[config.mk]
export PLATFORM = sky130hd
export DESIGN_NAME = gsp_out_fifo
export DESIGN_NICKNAME = d
export VERILOG_FILES = /design/src/hdl/gsp_pkg.sv /design/src/hdl/gsp_out_fifo.sv
export SDC_FILE = /design/constraint.sdc
export NUM_CORES = 1
export LEC_CHECK = 0
export ABC_AREA = 0
export BUFFER_PORTS_ARGS = -buffer_cell sky130_fd_sc_hd__buf_2
export CAP_MARGIN = 15
export CORE_ASPECT_RATIO = 0.75
export CORE_MARGIN = 5
export CORE_UTILIZATION = 25
export CTS_BUF_LIST = sky130_fd_sc_hd__clkbuf_8
export CTS_CLUSTER_SIZE = 10
export DETAILED_ROUTE_END_ITERATION = 7
export GPL_TIMING_DRIVEN = 0
export PLACE_DENSITY = 0.45
export REMOVE_ABC_BUFFERS = 1
export SLEW_MARGIN = 30
export SYNTH_ARGS = -nofsm -noshare
export SYNTH_HDL_FRONTEND = slang
export SYNTH_SLANG_ARGS = --single-unit
[constraint.sdc]
create_clock -name aclk -period 6.55 [get_ports aclk]
set_input_delay 0.9825 -clock aclk [delete_from_list [all_inputs] [get_ports aclk]]
set_output_delay 0.9825 -clock aclk [all_outputs]
set_load 0.005 [all_outputs]
[src/hdl/gsp_pkg.sv]
// gsp_pkg: shared types and constants of the separable gaussian pass
// no dependencies; imported by every module of the block but gsp_ram

package gsp_pkg;

    localparam int SAMPLE_W   = 16;   // q12.4 sample
    localparam int COEFF_W    = 16;   // q0.16 coefficient
    localparam int PROD_W     = SAMPLE_W + COEFF_W + 1;
    localparam int ACC_W      = PROD_W + 4;   // room for up to sixteen products
    localparam int CFG_W      = 64;
    localparam int CFG_IDX_W  = 3;
    localparam int FIFO_DEPTH = 16;

    typedef enum logic [CFG_IDX_W-1:0] {
        CFG_DIRECTION,
        CFG_EXTENT,
        CFG_ROW_LENGTH,
        CFG_COEFF_NEAR,
        CFG_COEFF_FAR
    } gsp_cfg_idx_t;

    // control that follows a window into the multiply-accumulate
    typedef struct packed {
        logic       valid;
        logic       last;
        logic [2:0] extent;
    } gsp_tag_t;

    // one finished result word
    typedef struct packed {
        logic                       valid;
        logic                       last;
        logic signed [SAMPLE_W-1:0] filtered;
    } gsp_result_t;

endpackage

[src/hdl/gsp_out_fifo.sv]
// gsp_out_fifo: small result queue in front of the master stream port
// depends on gsp_pkg

module gsp_out_fifo (
    input  logic                 aclk,
    input  logic                 aresetn,
    input  gsp_pkg::gsp_result_t res_i,
    output logic                 m_tvalid,
    input  logic                 m_tready,
    output logic [15:0]          m_tdata,   // [15:0] filtered
    output logic                 m_tlast    // row_end
);
    import gsp_pkg::*;

    localparam int PW = $clog2(FIFO_DEPTH);
    localparam int CW = $clog2(FIFO_DEPTH + 1);

    gsp_result_t    mem_reg [FIFO_DEPTH];
    logic [PW-1:0]  wr_ptr_reg, rd_ptr_reg;
    logic [CW-1:0]  count_reg, count_next;
    logic           push, pop;

    assign push = res_i.valid;
    assign pop  = m_tvalid && m_tready;

    always_comb begin
        count_next = count_reg;
        if (push && !pop) begin
            count_next = count_reg + CW'(1);
        end else if (pop && !push) begin
            count_next = count_reg - CW'(1);
        end
    end

    always_ff @(posedge aclk) begin
        if (!aresetn) begin
            wr_ptr_reg <= '0;
            rd_ptr_reg <= '0;
            count_reg  <= '0;
        end else begin
            if (push) begin
                wr_ptr_reg <= wr_ptr_reg + PW'(1);
            end
            if (pop) begin
                rd_ptr_reg <= rd_ptr_reg + PW'(1);
            end
            count_reg <= count_next;
        end
    end

    always_ff @(posedge aclk) begin
        if (push) begin
            mem_reg[wr_ptr_reg] <= res_i;
        end
    end

    assign m_tvalid = (count_reg != '0);
    assign m_tdata  = mem_reg[rd_ptr_reg].filtered;
    assign m_tlast  = mem_reg[rd_ptr_reg].last;

endmodule

==> metrics.txt, run 1 <==
grt ovf=0; Synth Flop Type=edfxtp_1; post-synthesis sequential area ratio=0.7612; #FFs+latches synth=289; Min-Delay Path Class=reg2reg; HPWL Detailed=14130 um; Max VDD drop=115.1 uV; Min Clock Period, post-route=3.510 ns; row count=67; CTS buffer count=46; Nets=616; layout cells sized above 1=0.2946; drt wl/cell=21.54 um; Worst EP required=5.57 ns; FFs w/ async S/R, synth=0; DR vias/cell=4.367; setup TNS=0 ns; number of hold buffers added after CTS=0; drt pass-1 iters=5; final core utilization=0.2899; Largest register FFs=272; largest net degree at the start of global routing=39; total wire length=25810 um; Mapped Area=11180 um2; P_leak=4.088 nW; first-pass GRT wire length=37300 um; I/O Pins=39; DRC=0; Vias=5232; Syn Area/Cell=21.54 um2; worst path cell trace=buf_16 > mux4_2 > a22oi_1 > nand2_1 > buf_2; Crit Path Class=reg2out; final worst setup slack=3.040 ns; CTS max path bufs=3; initial antenna violation count=2; commonest non-fill, non-tap cells in the layout=272 x edfxtp_1, 59 x mux4_2, 47 x clkbuf_8; IO Port Bufs=38; Iter 0 DRT Violations=297; CP Capture Type=primary output; number of distinct library cells after synthesis=40; max incr delay on CP=0.63 ns; Finish-stage setup viols=0; status=completed; Max FO, Critical Path=29; commonest non-fill, non-tap cell in the layout=edfxtp_1; Worst-path clk slew=0.06 ns; CP Buf/Inv Count=2; Least-Margin Pin Slew=0.7758 ns; Tot GR Track Use=0.1058; Max Fclk=284.9 MHz; clock skew=0.01167 ns; Slew headroom=0.4828; antenna-violating nets left=0; core region area=44430 um2; Worst path slowest cell=dfxtp_4; CTS tree=built; Area growth syn-to-layout=15.25%; H-tree levels=2; total of max-cap violations=0; Mapped Cells=519; # Post-CTS Setup Buffers=0; post-CTS sizing=0; EDFF count, synth=272; dpl ws=3.538 ns; RSZ-0062 raised after global routing=false; Final Cycle Share=0.5359; Slew Limit Fails=0; Die ar.=49080 um2; final-report hold violation count=0; Sink Count=289; Top Family by Delay on Critical Path=flip-flops; Worst EP arrival=2.53 ns; gp weighted congestion=0.6673; clock latency on the worst-skew pair=0.57 ns; Starting Density=0.2516; PwrDens=334.7 nW/um2; startpoint types=flop; Root Buffer=clkbuf_8; die width=254.2 um; DIE HEIGHT=193.1 um; Yosys warning count=0; vias in the first global route=5641
per-layer routing:
| layer | track usage | share of wire | vias up |
|---|---|---|---|
| li1 | - | - | 2292 |
| met1 | 0.1370 | 0.44 | 2748 |
| met2 | 0.1794 | 0.49 | 144 |
| met3 | 0.02467 | 0.051 | 46 |
| met4 | 0.03097 | 0.018 | 2 |
| met5 | 0 | 0.00050 | - |
power breakdown:
| group | switching [W] | total (W) | internal (W) |
|---|---|---|---|
| Combinational | 0.000363 | 0.000831 | 0.000468 |
| Clock | 0.000665 | 0.00132 | 0.000656 |
| Sequential | 0.0000906 | 0.00216 | 0.00207 |
logic make-up (layout without fill, tap and decap cells):
| logic type | count (synthesis) | after routing | synth area share |
|---|---|---|---|
| AO/OA/AOI/OAI | 44 | 44 | 0.02955 |
| XOR/XNOR | 7 | 7 | 0.005485 |
| adder cells (fa/ha/maj) | 10 | 10 | 0.01187 |
| buffers and inverters | 29 | 121 | 0.01478 |
| flip-flops | 289 | 289 | 0.7612 |
| multiplexers | 72 | 72 | 0.1436 |
| other | 0 | 1 | 0 |
| AND/OR/NAND/NOR | 68 | 68 | 0.03347 |
cell type report:
cell class | instances | area [um2]
Antenna cell | 1 | 2.502
Clock buffer | 47 | 646.9
Clock inverter | 27 | 108.9
Fill cell | 4313 | 31550
Inverter | 3 | 11.26
Multi-Input combinational cell | 201 | 2547
Sequential cell | 289 | 8516
Tap cell | 586 | 733.2
Timing Repair Buffer | 44 | 315.3
synthesized netlist by cell type (all sizes together), types with 2 or more instances:
cell | instances | share of area
inv | 3 | 0.0010
dfxtp | 17 | 0.030
buf | 13 | 0.0094
edfxtp | 272 | 0.73
nor2b | 5 | 0.0028
nor2 | 3 | 0.0010
a21oi | 2 | 0.00090
o21ai | 2 | 0.0019
nand3 | 4 | 0.0018
xnor2 | 6 | 0.0047
nand2 | 21 | 0.0071
clkbuf | 13 | 0.0044
a22oi | 34 | 0.023
o21a | 2 | 0.0013
and2 | 25 | 0.014
ha | 9 | 0.010
mux2i | 4 | 0.0036
mux4 | 68 | 0.14
per-stage QoR:
| step | instances | hold slack [ns] | area [um2] | power (W) |
|---|---|---|---|---|
| 4_1_cts | 1197 | 0.4987 | 12880 | 0.004391 |
| 3_5_place_dp | 1123 | 0.4883 | 12120 | 0.003055 |
| 2_1_floorplan | 493 | 0.4453 | 11020 | 0.002795 |
| 5_1_grt | 1198 | 0.5343 | 12880 | 0.004541 |
| 6_report | 1198 | 0.5006 | 12880 | 0.004312 |
| 3_3_place_gp | 1117 | 0.4595 | 11950 | 0.003057 |
tightest hold or removal path, cell delays in order, from the launching register on:
cell     delay, ns
dfxtp_1       0.33
nand2_1       0.07
mux2i_1       0.06
final timing paths:
path / from / cells past startpoint / endpoint / slack [ns]
setup / recovery: flop / 5 / m_tlast / 3.04
hold / removal: count_reg[4] / 2 / count_reg[4] / 0.50
setup reg to reg: count_reg[1] / 9 / count_reg[3] / 3.78
hold reg to reg: count_reg[4] / 2 / count_reg[4] / 0.50
(Power assumes the default switching activity.)
==> run 2: changes to the inputs <==
--- a/config.mk
+++ b/config.mk
@@ -15,7 +15,7 @@
 export CTS_CLUSTER_SIZE = 10
 export DETAILED_ROUTE_END_ITERATION = 7
 export GPL_TIMING_DRIVEN = 0
-export PLACE_DENSITY = 0.45
+export PLACE_DENSITY = 0.46
 export REMOVE_ABC_BUFFERS = 1
 export SLEW_MARGIN = 30
 export SYNTH_ARGS = -nofsm -noshare
==> constraint.sdc (replaced) <==
create_clock -name aclk -period 3.15 [get_ports aclk]
set_input_delay 0.4725 -clock aclk [delete_from_list [all_inputs] [get_ports aclk]]
set_output_delay 0.4725 -clock aclk [all_outputs]
set_load 0.005 [all_outputs]
==> metrics.txt, run 2 (synthesized netlist as in run 1, its figures left out) <==
clock skew=0.02404 ns (+0.01236 ns); gp weighted congestion=0.6610 (-0.94%); FF/Latch Area=8516 um2 (unchanged); worst path cell trace=buf_12 > buf_16 > mux4_2 > a22oi_1 > nand2_1 > buf_2; Min-Delay Path Class=in2reg; Worst path slowest cell=mux4_2; final-report hold violation count=0 (unchanged); CTS buffer count=48 (+4.3%); Crit Path Class=reg2out; commonest non-fill, non-tap cell in the layout=edfxtp_1; CTS max path bufs=3 (unchanged); total of max-cap violations=0 (unchanged); CP Buf/Inv Count=3 (+1); Worst EP arrival=2.48 ns (-0.05 ns); first-pass GRT wire length=37420 um (+0.31%); WHS=0.2911 ns (-0.2095 ns); startpoint types=flop; Comb power frac=0.192 (about the same); DIE HEIGHT=193.1 um (unchanged); Largest register FFs=272 (unchanged); Worst-path clk slew=0.06 ns (about the same); RSZ-0062 raised after global routing=false; PwrDens=722.6 nW/um2 (+120%); Top Family by Delay on Critical Path=buffers and inverters; vias in the first global route=5735 (+1.7%); Finish-stage setup viols=0 (unchanged); CP Capture Type=primary output; Least-Margin Pin Slew=0.7559 ns (-0.01984 ns); layout cells sized above 1=0.3045 (+0.009888); area occupied by multi-input gates=2547 um2 (unchanged); HPWL Detailed=14200 um (+0.51%); IO Port Bufs=38 (unchanged); fillcell total=4304 (-0.21%); initial antenna violation count=1 (-1); drt wl/cell=21.17 um (-1.7%); antenna-violating nets left=0 (unchanged); total wire length=25620 um (-0.73%); NetSw=0.002375 W (+110%); clock latency on the worst-skew pair=0.56 ns (about the same); Max VDD drop=253.5 uV (+120%); Max Fclk=338.6 MHz; P_leak=4.172 nW (+2.1%); max incr delay on CP=0.53 ns (-0.10 ns); Slew Limit Fails=0 (unchanged); largest net degree at the start of global routing=42 (+7.7%); grt ovf=0 (unchanged); post-CTS sizing=0 (unchanged); Die ar.=49080 um2 (unchanged); DRC=0 (unchanged); Max FO, Critical Path=29 (unchanged); drt pass-1 iters=5 (unchanged); setup TNS=0 ns (unchanged); Sw Ratio=0.2517 (-0.007685); I/O Pins=39 (unchanged); Starting Density=0.2516 (unchanged); Reg2Reg Setup Slack=0.36 ns (-3.42 ns); Flop pwr share=0.468 (-0.033); final worst setup slack=0.1970 ns (-2.843 ns); commonest non-fill, non-tap cells in the layout=272 x edfxtp_1, 59 x mux4_2, 49 x clkbuf_8; die width=254.2 um (unchanged); Root Buffer=clkbuf_8; Worst EP required=2.68 ns (-2.89 ns); Pint=0.007059 W (+120%); dpl ws=0.3808 ns (-3.158 ns); core region area=44430 um2 (unchanged); Nets=619 (+0.49%); Sink Count=289 (unchanged); # diodes=0 (-1); Iter 0 DRT Violations=422 (+42%); CTS tree=built; Area growth syn-to-layout=16.80%; H-tree levels=2 (unchanged); Slew headroom=0.4961 (+0.01322); Tot GR Track Use=0.1048 (-0.001005); Final Cycle Share=0.9375; clock power share=0.340 (+0.034); Min Clock Period, post-route=2.953 ns; DR vias/cell=4.360 (-0.16%); status=completed; row count=67 (unchanged); Vias=5276 (+0.84%)
## run 2: cell types whose count changed in the layout (fill, tap and decap cells not counted), sizes merged
cell / previous run / this run
clkinv: 10 / 18
diode: 1 / 0
bufinv: 0 / 4
inv: 19 / 17
buf: 44 / 45
clkbuf: 47 / 49
## run 2: worst paths after layout
path | startpoint | end | depth (start not counted)
max | flop | m_tdata[3] | 6
min | res_i[7] | mem_reg[15][7] | 1
max reg2reg | count_reg[1] | count_reg[3] | 9
min reg2reg | count_reg[4] | count_reg[4] | 2
## run 2: final cells by class
class / count / share of cell area
multi-input cells: 201 / 0.1951
well taps: 586 / 0.05616
repair buffers: 45 / 0.02434
clock buffers: 49 / 0.05166
inverters: 3 / 0.0008626
clock inverters: 37 / 0.01955
flip-flops and latches: 289 / 0.6523
## run 2: repair_timing
action | CTS | global route
endpoints found under the setup margin | 8 | 0
hold buffers | 0 | 0
buffers inserted | 1 | 0
## run 2: layer usage
layer | track usage | wire (um) | up-vias
li1 | - | - | 2304
met1 | 0.1374 | 11080 | 2790
met2 | 0.1761 | 12510 | 136
met3 | 0.02763 | 1583 | 44
met4 | 0.02498 | 433 | 2
met5 | 0 | 10 | -
## run 2: through the flow
| stage | instances | instance area (um2) | total power [W] | util |
|---|---|---|---|---|
| 2_1_floorplan | 493 | 11020 | 0.005813 | - |
| 3_3_place_gp | 1117 | 11950 | 0.006231 | 0.2689 |
| 3_5_place_dp | 1123 | 12120 | 0.006354 | 0.2727 |
| 4_1_cts | 1210 | 13060 | 0.009597 | 0.2938 |
| 5_1_grt | 1210 | 13060 | 0.009925 | 0.2938 |
| 6_report | 1210 | 13060 | 0.009434 | 0.2938 |
## run 2: power groups by stage
stage | clock (W) | sequential, W | combinational [W]
finish | 0.00321 | 0.00441 | 0.00181
global route | 0.00350 | 0.00442 | 0.00200
CTS | 0.00331 | 0.00441 | 0.00187
detailed placement | 0 | 0.00457 | 0.00179
global placement | 0 | 0.00477 | 0.00146
floorplan | 0 | 0.00467 | 0.00115
==> run 3: changes to the inputs <==
--- a/config.mk
+++ b/config.mk
@@ -10,12 +10,12 @@
 export CAP_MARGIN = 15
 export CORE_ASPECT_RATIO = 0.75
 export CORE_MARGIN = 5
-export CORE_UTILIZATION = 25
+export CORE_UTILIZATION = 50
 export CTS_BUF_LIST = sky130_fd_sc_hd__clkbuf_8
 export CTS_CLUSTER_SIZE = 10
 export DETAILED_ROUTE_END_ITERATION = 7
 export GPL_TIMING_DRIVEN = 0
-export PLACE_DENSITY = 0.46
+export PLACE_DENSITY = 0.75
 export REMOVE_ABC_BUFFERS = 1
 export SLEW_MARGIN = 30
 export SYNTH_ARGS = -nofsm -noshare
==> metrics.txt, run 3 (synthesized netlist as in run 1, its figures left out) <==
Total Power=0.008883 W (-5.8%); Least-Margin Pin Slew=0.7011 ns (-0.05484 ns); status=completed; Finish-stage setup viols=0 (unchanged); Nets=612 (-1.1%); number of hold buffers added after CTS=0 (unchanged); Top Family by Delay on Critical Path=multiplexers; Slew headroom=0.5316 (+0.03557); first-pass GRT wire length=34510 um (-7.8%); I/O Pins=39 (unchanged); Reg2Reg Setup Slack=0.45 ns (+0.09 ns); antenna-violating nets left=0 (unchanged); DIE HEIGHT=139.5 um (-28%); clock latency on the worst-skew pair=0.53 ns (-0.03 ns); Sw Ratio=0.2569 (+0.005190); total of max-cap violations=0 (unchanged); startpoint types=flop; placed cell areas=11730 um2 (-3.2%); CTS tree=built; drt pass-1 iters=5 (unchanged); Min Clock Period, post-route=2.840 ns (-0.1134 ns); Max FO, Critical Path=23 (-21%); NetSw=0.002282 W (-3.9%); Largest register FFs=272 (unchanged); # diodes=0 (unchanged); DRC=0 (unchanged); grt ovf=0 (unchanged); Final Cycle Share=0.9015 (-0.03601); clock power share=0.301 (-0.039); Slew Limit Fails=0 (unchanged); PwrDens=711.8 nW/um2 (-1.5%); commonest non-fill, non-tap cell in the layout=edfxtp_1; row count=47 (-30%); post-CTS sizing=0 (unchanged); commonest non-fill, non-tap cells in the layout=272 x edfxtp_1, 59 x mux4_2, 45 x clkbuf_8; Starting Density=0.5068 (+0.2553); setup TNS=0 ns (unchanged); drt wl/cell=25.49 um (+20%); CP Buf/Inv Count=2 (-1); Crit Path Class=reg2out; Min-Delay Path Class=in2reg; IO Port Bufs=38 (unchanged); initial antenna violation count=1 (unchanged); Pint=0.006600 W (-6.5%); Max VDD drop=281.4 uV (+11%); gp weighted congestion=0.6911 (+4.6%); Root Buffer=clkbuf_8; RSZ-0062 raised after global routing=false; total wire length=23070 um (-9.9%); die width=182.6 um (-28%); fin area=12480 um2 (-4.4%); CTS buffer count=43 (-10%); Area growth syn-to-layout=11.65%; CTS max path bufs=3 (unchanged); worst path cell trace=buf_12 > mux4_2 > a22oi_1 > nand2_1 > buf_2; DR vias/cell=5.931 (+36%); final-report hold violation count=0 (unchanged); Worst EP arrival=2.37 ns (-0.11 ns); Tot GR Track Use=0.1819 (+0.07709); total placed cells including tap cells=829 (-26%); max incr delay on CP=0.52 ns (about the same); H-tree levels=2 (unchanged); Finished Layout Cells=905 (-25%); Max Fclk=352.2 MHz (+4.0%); HPWL Detailed=12060 um (-15%); Flop pwr share=0.501 (+0.033); Worst EP required=2.68 ns (about the same); # Post-CTS Setup Buffers=0 (-1); core region area=22050 um2 (-50%); Comb power frac=0.198 (+0.006); largest net degree at the start of global routing=42 (unchanged); Worst-path clk slew=0.06 ns (about the same); Sink Count=289 (unchanged); P_leak=4.056 nW (-2.8%); vias in the first global route=5607 (-2.2%); layout cells sized above 1=0.2897 (-0.01480); Vias=5368 (+1.7%); Die ar.=25470 um2 (-48%); final core utilization=0.5659 (+0.2721); CP Capture Type=primary output; Iter 0 DRT Violations=485 (+15%); clock skew=0.01964 ns (-0.004399 ns); Worst path slowest cell=mux4_2
[run 3: changes by cell type in the layout (fill, tap and decap cells not counted), moves of 2 or more]
cell / delta
clkinv_1: +3
inv_1: -3
bufinv_16: -4
clkinv_2: -2
buf_8: -2
clkbuf_8: -4
[run 3: stage by stage]
| stage | setup WS (ns) | hold WS (ns) |
|---|---|---|
| floorplan | -1.059 | 0.4453 |
| global placement | -2.317 | 0.4663 |
| detailed placement | 0.4875 | 0.4772 |
| CTS | 0.1225 | 0.2864 |
| global route | 0.1153 | 0.2930 |
| finish | 0.3104 | 0.3074 |
[run 3: worst paths after layout]
kind / endpoint / startpoint / cells after the start
worst min-delay path: mem_reg[13][11] / res_i[11] / 1
worst max-delay path: m_tdata[12] / flop / 5
worst min register to register: count_reg[4] / count_reg[4] / 2
worst max register to register: count_reg[3] / count_reg[1] / 9
[run 3: power groups by stage]
stage               Sequential, W  Combinational, W  Clock (W)
floorplan                 0.00467           0.00115          0
global route              0.00447           0.00191    0.00292
detailed placement        0.00457           0.00172          0
finish                    0.00445           0.00176    0.00267
global placement          0.00476           0.00144          0
CTS                       0.00449           0.00173    0.00272
[run 3: layout make-up]
type,instances,area (um2)
fillers,1643,9573
clock buffers,45,619.3
repair buffers,43,300.3
flip-flops and latches,289,8516
multi-input cells,201,2547
clock inverters,30,117.6
well taps,294,367.9
inverters,3,11.26
[run 3: per-layer routing]
layer / GRT usage / part of all wire
met2: 0.2898 / 0.49
met5: 0 / 0.00048
met3: 0.03992 / 0.077
met4: 0.04224 / 0.013
met1: 0.2618 / 0.42
[run 3: worst reg2reg max path, stage by stage (launching register included)]
cell and delay (ns):
dfxtp_1 0.35, or4_4 0.59, o21ai_4 0.22, ha_1 0.21
inv_1 0.11, ha_1 0.29, a21o_1 0.10, a21oi_1 0.08
or4b_2 0.61, nand3_1 0.09
